==> config.mk <==
export PLATFORM = sky130hd
export DESIGN_NAME = dibit_symbol_framer_crc16
export DESIGN_NICKNAME = d
export VERILOG_FILES = /design/src/design/dsf_pkg.sv /design/src/design/dsf_front.sv /design/src/design/dsf_queue.sv /design/src/design/dsf_back.sv /design/src/design/dibit_symbol_framer_crc16.sv
export SDC_FILE = /design/constraint.sdc
export NUM_CORES = 1
export LEC_CHECK = 0
export CORE_MARGIN = 2
export CORE_UTILIZATION = 57
export CTS_CLUSTER_SIZE = 25
export DETAILED_ROUTE_END_ITERATION = 6
export DONT_BUFFER_PORTS = 1
export GPL_TIMING_DRIVEN = 0
export PLACE_DENSITY_LB_ADDON = 0.05
export SLEW_MARGIN = 20
export SYNTH_ARGS = -nofsm -noshare
export SYNTH_HDL_FRONTEND = slang
export SYNTH_SLANG_ARGS = --single-unit
==> constraint.sdc <==
create_clock -name clk -period 3.1 [get_ports clk]
set_clock_uncertainty 0.2 [all_clocks]
set_input_delay 0.155 -clock clk [delete_from_list [all_inputs] [get_ports clk]]
set_output_delay 0.155 -clock clk [all_outputs]
set_load 0.05 [all_outputs]
==> src/design/dsf_pkg.sv <==
// dsf_pkg: shared types, symbol codes and the CRC-16 step for the dibit symbol framer.
// Depends on nothing; used by dsf_front, dsf_queue, dsf_back and dibit_symbol_framer_crc16.
package dsf_pkg;

    localparam int SYM_W = 3;

    localparam logic [SYM_W-1:0] SYM_BIT_SEP  = 3'd4;
    localparam logic [SYM_W-1:0] SYM_BYTE_SEP = 3'd5;

    localparam logic [15:0] CRC_INIT = 16'hFFFF;
    localparam logic [15:0] CRC_POLY = 16'hA001;

    // Job queue between front and back
    localparam int QDEPTH = 2;
    localparam int QPW    = (QDEPTH > 1) ? $clog2(QDEPTH) : 1;
    localparam int QCW    = $clog2(QDEPTH + 1);

    // One queued request: message byte plus what the back needs to frame it
    typedef struct packed {
        logic [7:0]  data;
        logic [15:0] crc;       // CRC including this byte
        logic        preamble;  // first byte of a frame
        logic        last;      // final byte, append CRC and tail
    } job_t;

    typedef struct packed {
        logic valid;
        job_t job;
    } q_push_t;

    typedef struct packed {
        logic valid;
        job_t job;
    } q_head_t;

    // Reflected CRC-16, one byte
    function automatic logic [15:0] crc16_update(input logic [15:0] crc,
                                                 input logic [7:0]  b);
        logic [15:0] c;
        c = crc ^ {8'h00, b};
        for (int i = 0; i < 8; i++)
        begin
            c = c[0] ? ((c >> 1) ^ CRC_POLY) : (c >> 1);
        end
        return c;
    endfunction

endpackage

==> src/design/dsf_front.sv <==
// dsf_front: accepts message bytes, tracks frame start and the running CRC,
// and pushes one job per byte into the queue. Depends on dsf_pkg.
module dsf_front
(
    input  logic             clk,
    input  logic             rst_n,
    input  logic [7:0]       data_byte,
    input  logic             is_last,
    input  logic             byte_valid,
    output logic             byte_stall,
    input  logic             q_full,
    output dsf_pkg::q_push_t push
);

    logic [15:0] crc_reg;
    logic [15:0] crc_next;
    logic        frame_start_reg;
    logic        frame_start_next;
    logic [15:0] crc_upd;
    logic        take;

    assign byte_stall = q_full;
    assign take       = byte_valid && !q_full;
    assign crc_upd    = dsf_pkg::crc16_update(crc_reg, data_byte);

    always_comb
    begin
        crc_next         = crc_reg;
        frame_start_next = frame_start_reg;
        if (take)
        begin
            // frame ends on the last byte: back to reset values
            crc_next         = is_last ? dsf_pkg::CRC_INIT : crc_upd;
            frame_start_next = is_last;
        end
    end

    always_comb
    begin
        push.valid        = take;
        push.job.data     = data_byte;
        push.job.crc      = crc_upd;
        push.job.preamble = frame_start_reg;
        push.job.last     = is_last;
    end

    always_ff @(posedge clk or negedge rst_n)
    begin
        if (!rst_n)
        begin
            crc_reg         <= dsf_pkg::CRC_INIT;
            frame_start_reg <= 1'b1;
        end
        else
        begin
            crc_reg         <= crc_next;
            frame_start_reg <= frame_start_next;
        end
    end

endmodule

==> src/design/dsf_queue.sv <==
// dsf_queue: short FIFO of framing jobs between front and back.
// Depends on dsf_pkg.
module dsf_queue
(
    input  logic             clk,
    input  logic             rst_n,
    input  dsf_pkg::q_push_t push,
    output logic             full,
    input  logic             pop,
    output dsf_pkg::q_head_t head
);

    dsf_pkg::job_t mem [dsf_pkg::QDEPTH];

    logic [dsf_pkg::QPW-1:0] wr_ptr_reg;
    logic [dsf_pkg::QPW-1:0] wr_ptr_next;
    logic [dsf_pkg::QPW-1:0] rd_ptr_reg;
    logic [dsf_pkg::QPW-1:0] rd_ptr_next;
    logic [dsf_pkg::QCW-1:0] count_reg;
    logic [dsf_pkg::QCW-1:0] count_next;
    logic                    do_push;
    logic                    do_pop;

    assign full       = (count_reg == dsf_pkg::QCW'(dsf_pkg::QDEPTH));
    assign head.valid = (count_reg != '0);
    assign head.job   = mem[rd_ptr_reg];
    assign do_push    = push.valid && !full;
    assign do_pop     = pop && head.valid;

    always_comb
    begin
        wr_ptr_next = wr_ptr_reg;
        rd_ptr_next = rd_ptr_reg;
        count_next  = count_reg;
        if (do_push)
        begin
            wr_ptr_next = (wr_ptr_reg == dsf_pkg::QPW'(dsf_pkg::QDEPTH - 1))
                          ? '0 : wr_ptr_reg + 1'b1;
        end
        if (do_pop)
        begin
            rd_ptr_next = (rd_ptr_reg == dsf_pkg::QPW'(dsf_pkg::QDEPTH - 1))
                          ? '0 : rd_ptr_reg + 1'b1;
        end
        if (do_push && !do_pop)
        begin
            count_next = count_reg + 1'b1;
        end
        else if (do_pop && !do_push)
        begin
            count_next = count_reg - 1'b1;
        end
    end

    always_ff @(posedge clk)
    begin
        if (do_push)
        begin
            mem[wr_ptr_reg] <= push.job;
        end
    end

    always_ff @(posedge clk or negedge rst_n)
    begin
        if (!rst_n)
        begin
            wr_ptr_reg <= '0;
            rd_ptr_reg <= '0;
            count_reg  <= '0;
        end
        else
        begin
            wr_ptr_reg <= wr_ptr_next;
            rd_ptr_reg <= rd_ptr_next;
            count_reg  <= count_next;
        end
    end

endmodule

==> src/design/dsf_back.sv <==
// dsf_back: symbol sequencer. Expands a job into preamble (frame start),
// byte framing, CRC framing and tail (last byte), one symbol per cycle
// into an output register while symbol_stall is low. Depends on dsf_pkg.
module dsf_back
(
    input  logic                      clk,
    input  logic                      rst_n,
    input  dsf_pkg::q_head_t          head,
    output logic                      pop,
    output logic [dsf_pkg::SYM_W-1:0] symbol,
    output logic                      last_symbol,
    output logic                      symbol_valid,
    input  logic                      symbol_stall
);

    localparam logic [2:0] PH_PRE0 = 3'd0;
    localparam logic [2:0] PH_PRE1 = 3'd1;
    localparam logic [2:0] PH_BSEP = 3'd2;
    localparam logic [2:0] PH_DIB  = 3'd3;
    localparam logic [2:0] PH_TAL0 = 3'd4;
    localparam logic [2:0] PH_TAL1 = 3'd5;

    // byte select within a job
    localparam logic [1:0] SEL_MSG    = 2'd0;
    localparam logic [1:0] SEL_CRC_LO = 2'd1;
    localparam logic [1:0] SEL_CRC_HI = 2'd2;

    dsf_pkg::job_t               job_reg;
    dsf_pkg::job_t               job_next;
    logic                        job_valid_reg;
    logic                        job_valid_next;
    logic [2:0]                  phase_reg;
    logic [2:0]                  phase_next;
    logic [1:0]                  sel_reg;
    logic [1:0]                  sel_next;
    logic [1:0]                  k_reg;
    logic [1:0]                  k_next;
    logic [dsf_pkg::SYM_W-1:0]   prev_reg;
    logic [dsf_pkg::SYM_W-1:0]   prev_next;
    logic [dsf_pkg::SYM_W-1:0]   sym_reg;
    logic [dsf_pkg::SYM_W-1:0]   sym_next;
    logic                        last_reg;
    logic                        last_next;
    logic                        out_valid_reg;
    logic                        out_valid_next;

    logic [7:0]                  cur_byte;
    logic [1:0]                  dibit;
    logic [dsf_pkg::SYM_W-1:0]   emit_sym;
    logic                        emit_last;
    logic                        done;
    logic                        emit;
    logic                        load;
    logic [2:0]                  ph_after;
    logic [1:0]                  sel_after;
    logic [1:0]                  k_after;

    assign emit = job_valid_reg && (!out_valid_reg || !symbol_stall);
    assign load = head.valid && (!job_valid_reg || (emit && done));
    assign pop  = load;

    always_comb
    begin
        case (sel_reg)
            SEL_MSG:    cur_byte = job_reg.data;
            SEL_CRC_LO: cur_byte = job_reg.crc[7:0];
            SEL_CRC_HI: cur_byte = job_reg.crc[15:8];
            default:    cur_byte = job_reg.data;
        endcase
    end

    // dibit k, most significant first
    assign dibit = 2'(cur_byte >> {~k_reg, 1'b0});

    always_comb
    begin
        emit_sym  = dsf_pkg::SYM_BYTE_SEP;
        emit_last = 1'b0;
        done      = 1'b0;
        ph_after  = phase_reg;
        sel_after = sel_reg;
        k_after   = k_reg;
        case (phase_reg)
            PH_PRE0:
            begin
                ph_after = PH_PRE1;
            end
            PH_PRE1:
            begin
                ph_after = PH_BSEP;
            end
            PH_BSEP:
            begin
                ph_after = PH_DIB;
                k_after  = 2'd0;
            end
            PH_DIB:
            begin
                if ({1'b0, dibit} == prev_reg)
                begin
                    emit_sym = dsf_pkg::SYM_BIT_SEP;
                end
                else
                begin
                    emit_sym = {1'b0, dibit};
                    k_after  = k_reg + 1'b1;
                    if (k_reg == 2'd3)
                    begin
                        if (sel_reg == SEL_CRC_HI)
                        begin
                            ph_after = PH_TAL0;
                        end
                        else if (sel_reg == SEL_MSG && !job_reg.last)
                        begin
                            done = 1'b1;
                        end
                        else
                        begin
                            sel_after = sel_reg + 1'b1;
                            ph_after  = PH_BSEP;
                        end
                    end
                end
            end
            PH_TAL0:
            begin
                emit_sym = prev_reg;
                ph_after = PH_TAL1;
            end
            PH_TAL1:
            begin
                emit_sym  = prev_reg;
                emit_last = 1'b1;
                done      = 1'b1;
            end
            default:
            begin
                done = 1'b1;
            end
        endcase
    end

    always_comb
    begin
        job_next       = job_reg;
        job_valid_next = job_valid_reg;
        phase_next     = phase_reg;
        sel_next       = sel_reg;
        k_next         = k_reg;
        prev_next      = prev_reg;
        sym_next       = sym_reg;
        last_next      = last_reg;
        out_valid_next = out_valid_reg;

        if (emit)
        begin
            sym_next       = emit_sym;
            last_next      = emit_last;
            out_valid_next = 1'b1;
            phase_next     = ph_after;
            sel_next       = sel_after;
            k_next         = k_after;
            // frame end restores the separator as previous symbol
            prev_next      = emit_last ? dsf_pkg::SYM_BYTE_SEP : emit_sym;
            if (done)
            begin
                job_valid_next = 1'b0;
            end
        end
        else if (!symbol_stall)
        begin
            out_valid_next = 1'b0;
        end

        if (load)
        begin
            job_next       = head.job;
            job_valid_next = 1'b1;
            phase_next     = head.job.preamble ? PH_PRE0 : PH_BSEP;
            sel_next       = SEL_MSG;
            k_next         = 2'd0;
        end
    end

    always_ff @(posedge clk)
    begin
        job_reg <= job_next;
        sym_reg <= sym_next;
    end

    always_ff @(posedge clk or negedge rst_n)
    begin
        if (!rst_n)
        begin
            job_valid_reg <= 1'b0;
            phase_reg     <= PH_BSEP;
            sel_reg       <= SEL_MSG;
            k_reg         <= 2'd0;
            prev_reg      <= dsf_pkg::SYM_BYTE_SEP;
            last_reg      <= 1'b0;
            out_valid_reg <= 1'b0;
        end
        else
        begin
            job_valid_reg <= job_valid_next;
            phase_reg     <= phase_next;
            sel_reg       <= sel_next;
            k_reg         <= k_next;
            prev_reg      <= prev_next;
            last_reg      <= last_next;
            out_valid_reg <= out_valid_next;
        end
    end

    assign symbol       = sym_reg;
    assign last_symbol  = last_reg;
    assign symbol_valid = out_valid_reg;

endmodule

==> src/design/dibit_symbol_framer_crc16.sv <==
// dibit_symbol_framer_crc16: top level of the dibit symbol framer.
// Depends on dsf_pkg, dsf_front, dsf_queue and dsf_back.

// Frames message bytes into 3-bit acoustic modem symbols (0..3 dibit, 4 bit
// separator, 5 byte separator) and appends a reflected CRC-16 (poly 0xA001,
// init 0xFFFF). A frame opens with two byte separators; each byte is a byte
// separator plus four dibits MSB first, with a bit separator before any dibit
// equal to the symbol just sent. The byte flagged is_last is followed by the
// CRC, low byte first, and by the final symbol sent twice more, the second
// time with last_symbol high. Symbols leave one per cycle from the output
// register while symbol_stall is low, so the symbol sequencer sets the
// sustained byte rate; it holds one byte request at a time and takes a new
// one from the queue as it sends the final symbol of the current one. A
// two-entry job queue sits between byte intake and the sequencer, so new
// bytes are taken while symbols are still going out and byte_stall rises
// only when the queue is full. A byte accepted while the sequencer is idle
// passes the queue, job register and output register before its first symbol.
module dibit_symbol_framer_crc16
(
    input  logic                      clk,
    input  logic                      rst_n,
    // byte request channel
    input  logic [7:0]                data_byte,
    input  logic                      is_last,
    input  logic                      byte_valid,
    output logic                      byte_stall,
    // symbol request channel
    output logic [dsf_pkg::SYM_W-1:0] symbol,
    output logic                      last_symbol,
    output logic                      symbol_valid,
    input  logic                      symbol_stall
);

    dsf_pkg::q_push_t q_push;
    dsf_pkg::q_head_t q_head;
    logic             q_full;
    logic             q_pop;

    // intake: frame start flag and running CRC
    dsf_front u_front
    (
        .clk        (clk),
        .rst_n      (rst_n),
        .data_byte  (data_byte),
        .is_last    (is_last),
        .byte_valid (byte_valid),
        .byte_stall (byte_stall),
        .q_full     (q_full),
        .push       (q_push)
    );

    // decouples intake from symbol output
    dsf_queue u_queue
    (
        .clk   (clk),
        .rst_n (rst_n),
        .push  (q_push),
        .full  (q_full),
        .pop   (q_pop),
        .head  (q_head)
    );

    // symbol sequencer and output register
    dsf_back u_back
    (
        .clk          (clk),
        .rst_n        (rst_n),
        .head         (q_head),
        .pop          (q_pop),
        .symbol       (symbol),
        .last_symbol  (last_symbol),
        .symbol_valid (symbol_valid),
        .symbol_stall (symbol_stall)
    );

    // only defined symbol codes leave the block
    a_sym_range: assert property (@(posedge clk) disable iff (!rst_n)
        symbol_valid |-> (symbol <= dsf_pkg::SYM_BYTE_SEP))
        else $error("symbol code out of range");

    // tail repeats the last CRC dibit, never a separator
    a_tail_dibit: assert property (@(posedge clk) disable iff (!rst_n)
        (symbol_valid && last_symbol) |-> (symbol < dsf_pkg::SYM_BIT_SEP))
        else $error("frame tail is not a dibit");

    // intake stalls only while the queue holds work for the sequencer
    a_stall_work: assert property (@(posedge clk) disable iff (!rst_n)
        byte_stall |-> q_head.valid)
        else $error("byte stall with empty job queue");

    // a frame end symbol is followed by a byte separator or idle, never a
    // bit separator
    a_after_last: assert property (@(posedge clk) disable iff (!rst_n)
        (symbol_valid && !symbol_stall && last_symbol) |=>
        (!symbol_valid || (symbol != dsf_pkg::SYM_BIT_SEP)))
        else $error("bit separator right after frame end");

endmodule
Yosys cells after proc, flatten, opt, wreduce, memory -nomap -nowiden
Memory sizes are Yosys's and may differ from the RTL's.
Index checks and enable logic that the tools add are counted.
- word-level logic and storage cells: 134
- memories: 1
- output and inout port bits: 6
- register bits: 62
- bits in writable memories: 52
- input bits: 13
- reductions and logical operators: 34
- equal/unequal tests: 17
- muxes and demuxes: 49
- bitwise gates (word level): 10
- shift operators: 1
- add/subtract/negate cells: 6
- memories (name ; depth ; width ; rd ports ; clocked after Yosys merged registers in ; write ports ; RTL line ; text):
    u_queue.mem ; 2 ; 26 ; 1 ; 0 ; 1 ; dsf_queue.sv:13 ; dsf_pkg::job_t mem [dsf_pkg::QDEPTH];
- operator list (cell ; count):
    $mux 16 ; 9
    $mux 2 ; 13
    $mux 3 ; 8
    $not 2->3 ; 8
    $pmux 8 s2 ; 1
    $xor 16x8->16 ; 1
    $pmux 3 s5 ; 1
    $mux 1 ; 14
    $reduce_bool 2->1 ; 6
    $logic_and 1x1->1 ; 9
    $shr 8x3->2 ; 1
    $logic_not 1->1 ; 7
    $add 2x1->2 const B ; 3
    $eq 2x2->1 const B ; 3
    $eq 3x2->1 const B ; 2
    $eq 3x3->1 const B ; 2
    $ne 2x2->1 const B ; 3
    $pmux 3 s2 ; 1
    $reduce_and 6->1 ; 1
    $reduce_bool 6->1 ; 1
    $reduce_and 5->1 ; 1
    $ne 4x3->1 const B ; 1
    $pmux 2 s2 ; 1
    $reduce_or 4->1 ; 1
    17 further kinds ; 19

Longest topological paths before layout
Gate-level depths: netlist (run 1).
- depth after elaboration: 18
- mapped depth: 15
- mapped depth without buffers: 13

Cells and area by module
A second synthesis (run 1) with hierarchy kept.
- cells, all modules: 375
- area, all modules: 5241.3 µm²
- modules (own cells, without submodules) (module ; sequential area each (µm²) ; instances ; cells an instance ; area each (µm²)):
    dsf_queue ; 1661.6 ; 1 ; 100 ; 2177.1
    dsf_back ; 1169.9 ; 1 ; 179 ; 2018.2
    dsf_front ; 446.7 ; 1 ; 96 ; 1046.0

Worst setup path before layout (run 1)
No wires, ideal clock.
- kind: register -> register
- from: register u_back.sel_reg[0]
- to: register u_queue.count_reg[1] (netlist bit)
- setup slack: 164 ps
- stages on the path, launching flop included: 15
- required time: 2821 ps
- setup time: 79 ps
- arrival time: 2657 ps
- buffers on the path: 2
- period minus slack after synthesis: 2936 ps
- cells stage by stage: dfrtp_1 -> inv_1 -> ha_1 -> buf_2 -> nor4bb_1 -> a21oi_1 -> o211ai_1 -> o21ai_0 -> a21oi_1 -> o31a_1 -> buf_4 -> inv_1 -> ha_1 -> nor2_1 -> xor2_1
- word-level cells in the longest chain between the ends: 14
- elaborated cells on any way between the ends: 21
- classes of those cells: eq/ne (3); shift (1); mux (7); reduce/logical (10)
- ends and longest elaborated chain (element ; RTL line ; text):
    from (decl) ; dsf_back.sv:34 ; logic [1:0] sel_reg;
    from (signal assigned) ; dsf_back.sv:207 ; sel_reg <= sel_next;
    parallel branches: the longest is 5 deep, another holds $pmux 8 s2 ; n/a ;
    $mux 1 * ; dsf_back.sv:99 ; if ({1'b0, dibit} == prev_reg)
    $pmux 1 s2 * ; dsf_back.sv:83 ; case (phase_reg)
    $logic_and 1x1->1 * ; dsf_back.sv:59 ; assign load = head.valid && (!job_valid_reg || (emit && done));
    $logic_or 1x1->1 * ; dsf_back.sv:59 ;
    $logic_and 1x1->1 * ; dsf_back.sv:59 ;
    net q_pop ; dibit_symbol_framer_crc16.sv:37 ; logic q_pop;
    $logic_and 1x1->1 * ; dsf_queue.sv:28 ; assign do_pop = pop && head.valid;
    $logic_not 1->1 ; dsf_queue.sv:45 ; if (do_push && !do_pop)
    $logic_and 1x1->1 ; dsf_queue.sv:45 ;
    $mux 2 / $reduce_bool 2->1 (equally long branches) ; n/a ;
    to (signal assigned) ; dsf_queue.sv:75 ; count_reg <= count_next;
    to (decl) ; dsf_queue.sv:19 ; logic [dsf_pkg::QCW-1:0] count_reg;
Mark *: on every way through the listed nets, which the timed path passes.
A chain may end at the register's enable or synchronous reset.

Worst setup path in the final report (run 1)
- from: register u_back.sel_reg[1]
- to: register u_queue.count_reg[1] (netlist bit)
Same word-level chain as after synthesis.

==> results of run 1 <==
## stage by stage
stage          TNS (ns)  utilization [%]  setup WS [ns]
6_report              0            73.58        0.07828
5_1_grt        -0.05451            73.58       -0.03543
4_1_cts               0            71.69        0.01795
3_5_place_dp    -0.6798            60.64        -0.3884
3_3_place_gp     -19.36            60.19        -0.7250
2_1_floorplan         0                -         0.1638
## cells by family (layout without fill, tap and decap cells)
group	count (synthesis)	count (layout)	synth area share, %
flops	114	114	68.09
simple gates	90	90	8.368
compound gates	56	56	7.744
buf+inv	30	88	2.573
xor+xnor	28	28	5.094
mux	28	28	6.835
fa+ha+maj	5	5	1.299
## layout make-up
cell class	count	share of cell area, %
plain buffers	16	1.759
inverters	14	0.8692
clock buffers	17	6.850
repair buffers	26	5.070
flip-flops and latches	114	54.24
multi-input cells	207	26.16
well taps	105	2.173
clock inverters	15	2.877
## power groups by stage
stage	clock (uW)	combinational [uW]	sequential, uW
2_1_floorplan	0	1780	2820
4_1_cts	1920	2630	2880
3_3_place_gp	0	2270	2870
6_report	1890	2860	2890
3_5_place_dp	0	2350	2900
5_1_grt	2000	3100	2950
## layer usage
layer	vias to the layer above	share of wire, %	global-route usage, %
li1	1371	-	-
met4	0	0.88	6.548
met3	12	5.0	7.518
met5	-	0	0
met1	1463	43	30.17
met2	96	51	38.64
## Yosys cell counts, types with 3 or more instances
library cell / number / share of area, %
xor2_1: 9 / 1.6
inv_1: 13 / 1.0
buf_2: 3 / 0.31
o21ai_0: 13 / 1.4
nand2_1: 29 / 2.3
clkbuf_1: 9 / 0.70
xnor2_1: 19 / 3.5
nand2b_1: 3 / 0.39
a21oi_1: 11 / 1.1
nand4_1: 4 / 0.52
ha_1: 5 / 1.3
nand3_1: 3 / 0.31
dfstp_2: 20 / 11
mux2_2: 25 / 5.8
dfrtp_1: 14 / 7.3
nor3_1: 10 / 1.0
edfxtp_1: 80 / 50
nor2_1: 31 / 2.4
a22oi_1: 9 / 1.4
## repair_timing
item                                    CTS  global route
endpoints found under the setup margin    3            18
gates resized for setup                  24            19
gates cloned                              1             1
hold buffers                             14             0
buffers inserted                          3             6
endpoints found under the hold margin    83             0
pin swaps                                 4            10
## final timing paths
check,start,to,slack [ns],cells after the start
setup / recovery,u_back.sel_reg[1]$_DFFE_PN0P_,u_queue.count_reg[1]$_DFFE_PN0P_,0.08,15
hold / removal,byte_valid,u_queue.mem[1][22]$_DFFE_PP_,0.09,1
setup reg to reg,u_back.sel_reg[1]$_DFFE_PN0P_,u_queue.count_reg[1]$_DFFE_PN0P_,0.08,15
hold reg to reg,u_front.crc_reg[3]$_DFFE_PN1P_,u_front.crc_reg[3]$_DFFE_PN1P_,0.26,2
max in group asynchronous,rst_n,u_back.k_reg[1]$_DFFE_PN0P_,1.35,3
min in group asynchronous,rst_n,u_front.crc_reg[5]$_DFFE_PN1P_,0.11,2
==> impl_metrics.py, run 1 <==
metrics = {
    "pwr": {
        "p_clk_share_pct": 24.8,
        "swShare_pct": 35.51,
        "peakVddDrop_mv": 0.8022,
        "power.density_nw_per_um2": 1264,
        "comb_power_share_pct": 37.4,
        "p_total_uw": 7644,
        "pwr-share-seq_pct": 37.8,
        "power_leakage_uw": 0.002182,
        "internal_power_uw": 4929,
        "switching_power_uw": 2714,
    },
    "timing": {
        "period_share_pct": 97.47,
        "setup_viol": 0,
        "slew_headroom_pct": 48.63,
        "slew_viol_final": 0,
        "fin_crit_ns": 3.022,
        "tightest_slew_ns": 0.7680,
        "final_hold_viol_count": 0,
        "fmax_mhz": 330.9,
        "hold_slack_ns": 0.08660,
    },
    "synth": {
        "seq_area_frac_synth_pct": 68.09,
        "syn-num-nets": 369,
        "yosys_register_bits": 114,
        "synthesis.area_um2": 4815,
        "syn_inst": 351,
        "post_synth.cell_area_avg_um2": 13.72,
        "synthFlopType": "edfxtp_1",
        "yosysUniqueCellTypes": 48,
        "ys_warn_count": 0,
        "async_flop_share_pct": 29.82,
        "synth_edf_count": 80,
    },
    "global_route": {
        "grt.overflow.total": 0,
        "grt_usage_pct": 23.48,
        "first_global_vias": 2939,
        "grt_first_pass_wirelength_um": 15330,
        "grt_max_degree": 27,
        "antenna_found_initial": 0,
    },
    "worst_setup_path": {
        "crit_required_ns": 3.30,
        "critPathMaxStageDelay_ns": 0.39,
        "timing.critical_path.buf_inv": 4,
        "crit_family": "compound AO/OA/AOI/OAI gates",
        "crit_type": "reg -> reg",
        "slowest_stage": "dfrtp_1",
        "crit_path_end_kind": "flop",
        "critPathLaunchType": "flop",
        "path_cells": "buf_6 > ha_4 > buf_8 > a22oi_2 > nand3_2 > a31oi_4 > o31a_1 > o21ai_2 > o31a_1 > buf_12 > inv_2 > ha_4 > xor2_1 > nor2_2 > xor2_1",
        "arrival_ns": 3.22,
        "critPathMaxFanout": 5,
    },
    "route": {
        "drc": 0,
        "drt-total-wl_um": 9854,
        "vias": 2942,
        "drt_iter0_markers": 235,
        "vias_per_cell": 5.724,
        "wl_per_cell_um": 19.17,
        "drt-pass1-iter-count": 5,
        "drt.antenna.violating_nets": 0,
    },
    "clock_network": {
        "clock_path_buffers": 2,
        "clock_sinks": 114,
        "cts_tree": "yes",
        "cts.htree.levels": 4,
        "insertion_delay_ns": 0.51,
        "cts_made_buffers": 17,
        "clk_pin_slew_ns": 0.06,
        "root_buffer": "clkbuf_8",
    },
    "finish": {
        "multi_input_comb_area_um2": 1582,
        "stdcell_count": 514,
        "syn2layout_area_growth_pct": 25.57,
        "fillerInstances": 504,
        "drive_gt1_share_pct": 31.05,
        "nNetsFinal": 414,
        "final_cell_mix": "edfxtp_1 (80), nand2_1 (29), nor2_1 (28)",
        "n_antenna_cell": 0,
        "fin_area_um2": 6046,
        "final_common_cell": "edfxtp_1",
        "seqCellArea_um2": 3279,
        "largest_reg_flops": 52,
    },
    "floorplan": {
        "rows": 33,
        "start_util_pct": 58.60,
        "io_pins": 19,
        "core-area_um2": 8217,
        "chipWidth_um": 95.91,
        "die_area_um2": 9198,
        "die_y_um": 95.91,
    },
    "flow_run": {
        "maxCapViolations": 0,
    },
    "placed_design": {
        "post-place-cells": 457,
        "postPlaceCellArea_um2": 4982,
        "gp_congestion": 0.8533,
        "numPortBuffers": 0,
        "hpwl_um": 5923,
    },
    "outcome": {
        "status": "finished clean",
    },
    "worst_hold_path": {
        "hp-class": "in -> reg",
    },
}
Note: power is estimated with default switching activity, not from simulation.
==> inputs of run 2 (changes only) <==
Settings changed: ABC_AREA set to 1, CTS_CLUSTER_SIZE 25 to 8.
==> impl_metrics.py, run 2 <==
metrics = {
    "outcome": {
        "status": "finished clean",
    },
    "synth": {
        "syn_inst": 470,
        "yosys.area.top_type_share_pct": 47.65,
        "synth_top_cells_by_area": "edfxtp_1 (48%), nand2_1 (11%), dfstp_2 (10%)",
        "yosysUniqueCellTypes": 36,
        "seq_area_frac_synth_pct": 65.03,
        "synth_edf_count": 80,
        "syn-num-nets": 488,
        "yosysTopAreaCell": "edfxtp_1",
        "synthesis.area_um2": 5041,
        "ys_warn_count": 0,
        "synth_most_common_cell": "nand2_1",
        "synthFlopType": "edfxtp_1",
        "post_synth.cell_area_avg_um2": 10.73,
        "async_flop_share_pct": 29.82,
        "yosys_register_bits": 114,
        "synth_common_cells": "nand2_1 (144), edfxtp_1 (80), inv_1 (43)",
    },
    "placed_design": {
        "gp_congestion": 0.8836,
        "place_ws_ns": 0.03866,
        "numPortBuffers": 0,
        "hpwl_um": 6403,
    },
    "route": {
        "drt-total-wl_um": 9517,
        "drc": 0,
        "drt.antenna.violating_nets": 0,
        "drt_iter0_markers": 165,
        "vias": 3223,
        "drt-pass1-iter-count": 4,
        "wl_per_cell_um": 15.23,
        "vias_per_cell": 5.157,
    },
    "worst_setup_path": {
        "critPathLaunchType": "flop",
        "reg2reg_from": "u_back.sel_reg[1]$_DFFE_PN0P_",
        "crit_type": "reg -> reg",
        "timing.rr.end": "u_queue.count_reg[1]$_DFFE_PN0P_",
        "crit_path_end_kind": "flop",
        "critPathMaxFanout": 10,
        "r2r_slack_ns": 0.22,
        "ff2ff_path_depth": 17,
        "crit_required_ns": 3.28,
        "arrival_ns": 3.07,
    },
    "floorplan": {
        "start_util_pct": 58.37,
        "chipWidth_um": 98.04,
        "io_pins": 19,
        "die_area_um2": 9612,
        "die_y_um": 98.04,
        "core-area_um2": 8636,
        "rows": 34,
    },
    "clock_network": {
        "cts_tree": "yes",
        "clock_sinks": 114,
        "clk_pin_slew_ns": 0.06,
        "clock_path_buffers": 2,
        "cts.htree.levels": 4,
        "insertion_delay_ns": 0.50,
        "post-cts-setup-buffer-count": 0,
        "root_buffer": "clkbuf_8",
        "cts_made_buffers": 17,
    },
    "timing": {
        "fin_ws_ns": 0.2177,
        "fmax_mhz": 346.9,
        "period_share_pct": 92.98,
        "slew_viol_final": 0,
        "final_hold_viol_count": 0,
        "fin_crit_ns": 2.882,
        "setup_viol": 0,
        "rsz0062_at_grt": "no",
        "slew_headroom_pct": 32.21,
        "hold_slack_ns": 0.06502,
        "tightest_slew_ns": 1.010,
    },
    "global_route": {
        "grt_usage_pct": 21.95,
        "grt_first_pass_wirelength_um": 15910,
        "grt_max_degree": 30,
        "grt.overflow.total": 0,
        "first_global_vias": 3245,
        "antenna_found_initial": 0,
    },
    "finish": {
        "final_cell_mix": "nand2_1 (144), edfxtp_1 (80), inv_1 (42)",
        "final_util_pct": 68.91,
        "nNetsFinal": 522,
        "syn2layout_area_growth_pct": 18.04,
        "largest_reg_flops": 52,
        "final_common_cell": "nand2_1",
        "n_antenna_cell": 0,
        "drive_gt1_share_pct": 17.79,
    },
    "worst_hold_path": {
        "min_to": "u_front.crc_reg[8]$_DFFE_PN1P_",
        "hold_depth": 2,
        "hp-class": "in -> reg",
        "min-delay-start": "byte_valid",
    },
    "pwr": {
        "power_leakage_uw": 0.002424,
        "peakVddDrop_mv": 0.6900,
        "power.density_nw_per_um2": 1091,
    },
    "flow_run": {
        "maxCapViolations": 0,
    },
}
## run 2: changes by cell type after synthesis, moves of 7 or more
cell and delta:
nor3_1 -9, nand3_1 +31, nand2_1 +115, mux2_2 -25, xnor2_1 -9, a22oi_1 -7
inv_1 +30
## run 2: repair_timing
item	CTS	global route
endpoints found under the hold margin	93	0
resized for setup	0	9
hold buffers	13	0
endpoints found under the setup margin	0	1
## run 2: metal layers
metal	wire length, um	GRT usage (%)	part of all wire [%]	vias up
met3	360	6.657	3.8	11
met5	0	0	0	-
met2	4835	35.62	51	56
li1	-	-	-	1624
met1	4180	28.15	44	1532
met4	141	8.120	1.5	0
## run 2: worst max path at each step
stage | endpoint | start
floorplan | u_queue.count_reg[1]$_DFFE_PN0P_ | u_back.sel_reg[0]$_DFFE_PN0P_
global placement | u_queue.mem[1][25]$_DFFE_PP_ | u_queue.count_reg[1]$_DFFE_PN0P_
detailed placement | u_queue.count_reg[1]$_DFFE_PN0P_ | u_back.sel_reg[0]$_DFFE_PN0P_
CTS | u_queue.count_reg[1]$_DFFE_PN0P_ | u_back.sel_reg[0]$_DFFE_PN0P_
global route | u_queue.count_reg[1]$_DFFE_PN0P_ | u_back.sel_reg[1]$_DFFE_PN0P_
finish | u_queue.count_reg[1]$_DFFE_PN0P_ | u_back.sel_reg[1]$_DFFE_PN0P_
## run 2: logic make-up (layout without fill, tap and decap cells)
kind of cell	Yosys count	after routing	synth area share, %
XOR/XNOR	20	20	3.922
AND/OR/NAND/NOR	242	242	21.57
AO/OA/AOI/OAI	33	33	3.748
flip-flops	114	114	65.03
adder cells (fa/ha/maj)	5	5	1.241
buffers and inverters	56	103	4.492
## run 2: metrics by stage
stage | power [uW] | instance area [um^2] | std cells | TNS [ns]
6_report | 6493 | 5951 | 625 | 0
5_1_grt | 6942 | 5951 | 625 | 0
3_5_place_dp | 4773 | 5246 | 580 | 0
3_3_place_gp | 4633 | 5176 | 578 | -3.851
4_1_cts | 6508 | 5909 | 625 | 0
2_1_floorplan | 4219 | 5041 | 470 | 0
## run 2: cell type report
cell class / instances / area, um^2
buffer: 10 / 51.30
clock buffer: 24 / 470.5
clock inverter: 8 / 52.55
fill: 649 / 2685
inverter: 46 / 177.7
multi-input combinational: 300 / 1590
sequential: 114 / 3278
tap: 108 / 135.1
timing repair buffer: 15 / 195.2
## run 2: critical path: stages (launching register included)
cell and delay, ns:
dfrtp_1 0.40, inv_1 0.12, ha_4 0.24, buf_6 0.15, nor2_2 0.12, nor2_2 0.04, nand2_1 0.07, nand3_2 0.11
a21oi_2 0.21, nor2_4 0.07, nand3_4 0.13, nand3_4 0.08, nand2_4 0.10, nand2_8 0.09, ha_4 0.26, a21oi_1 0.10
o21ai_0 0.11, xor2_1 0.15
## run 2: power breakdown
part / switching [uW] / total (uW) / internal, uW
clock network: 635 / 1680 / 1040
logic: 1360 / 2010 / 642
registers: 326 / 2810 / 2480
total: 2320 / 6490 / 4170
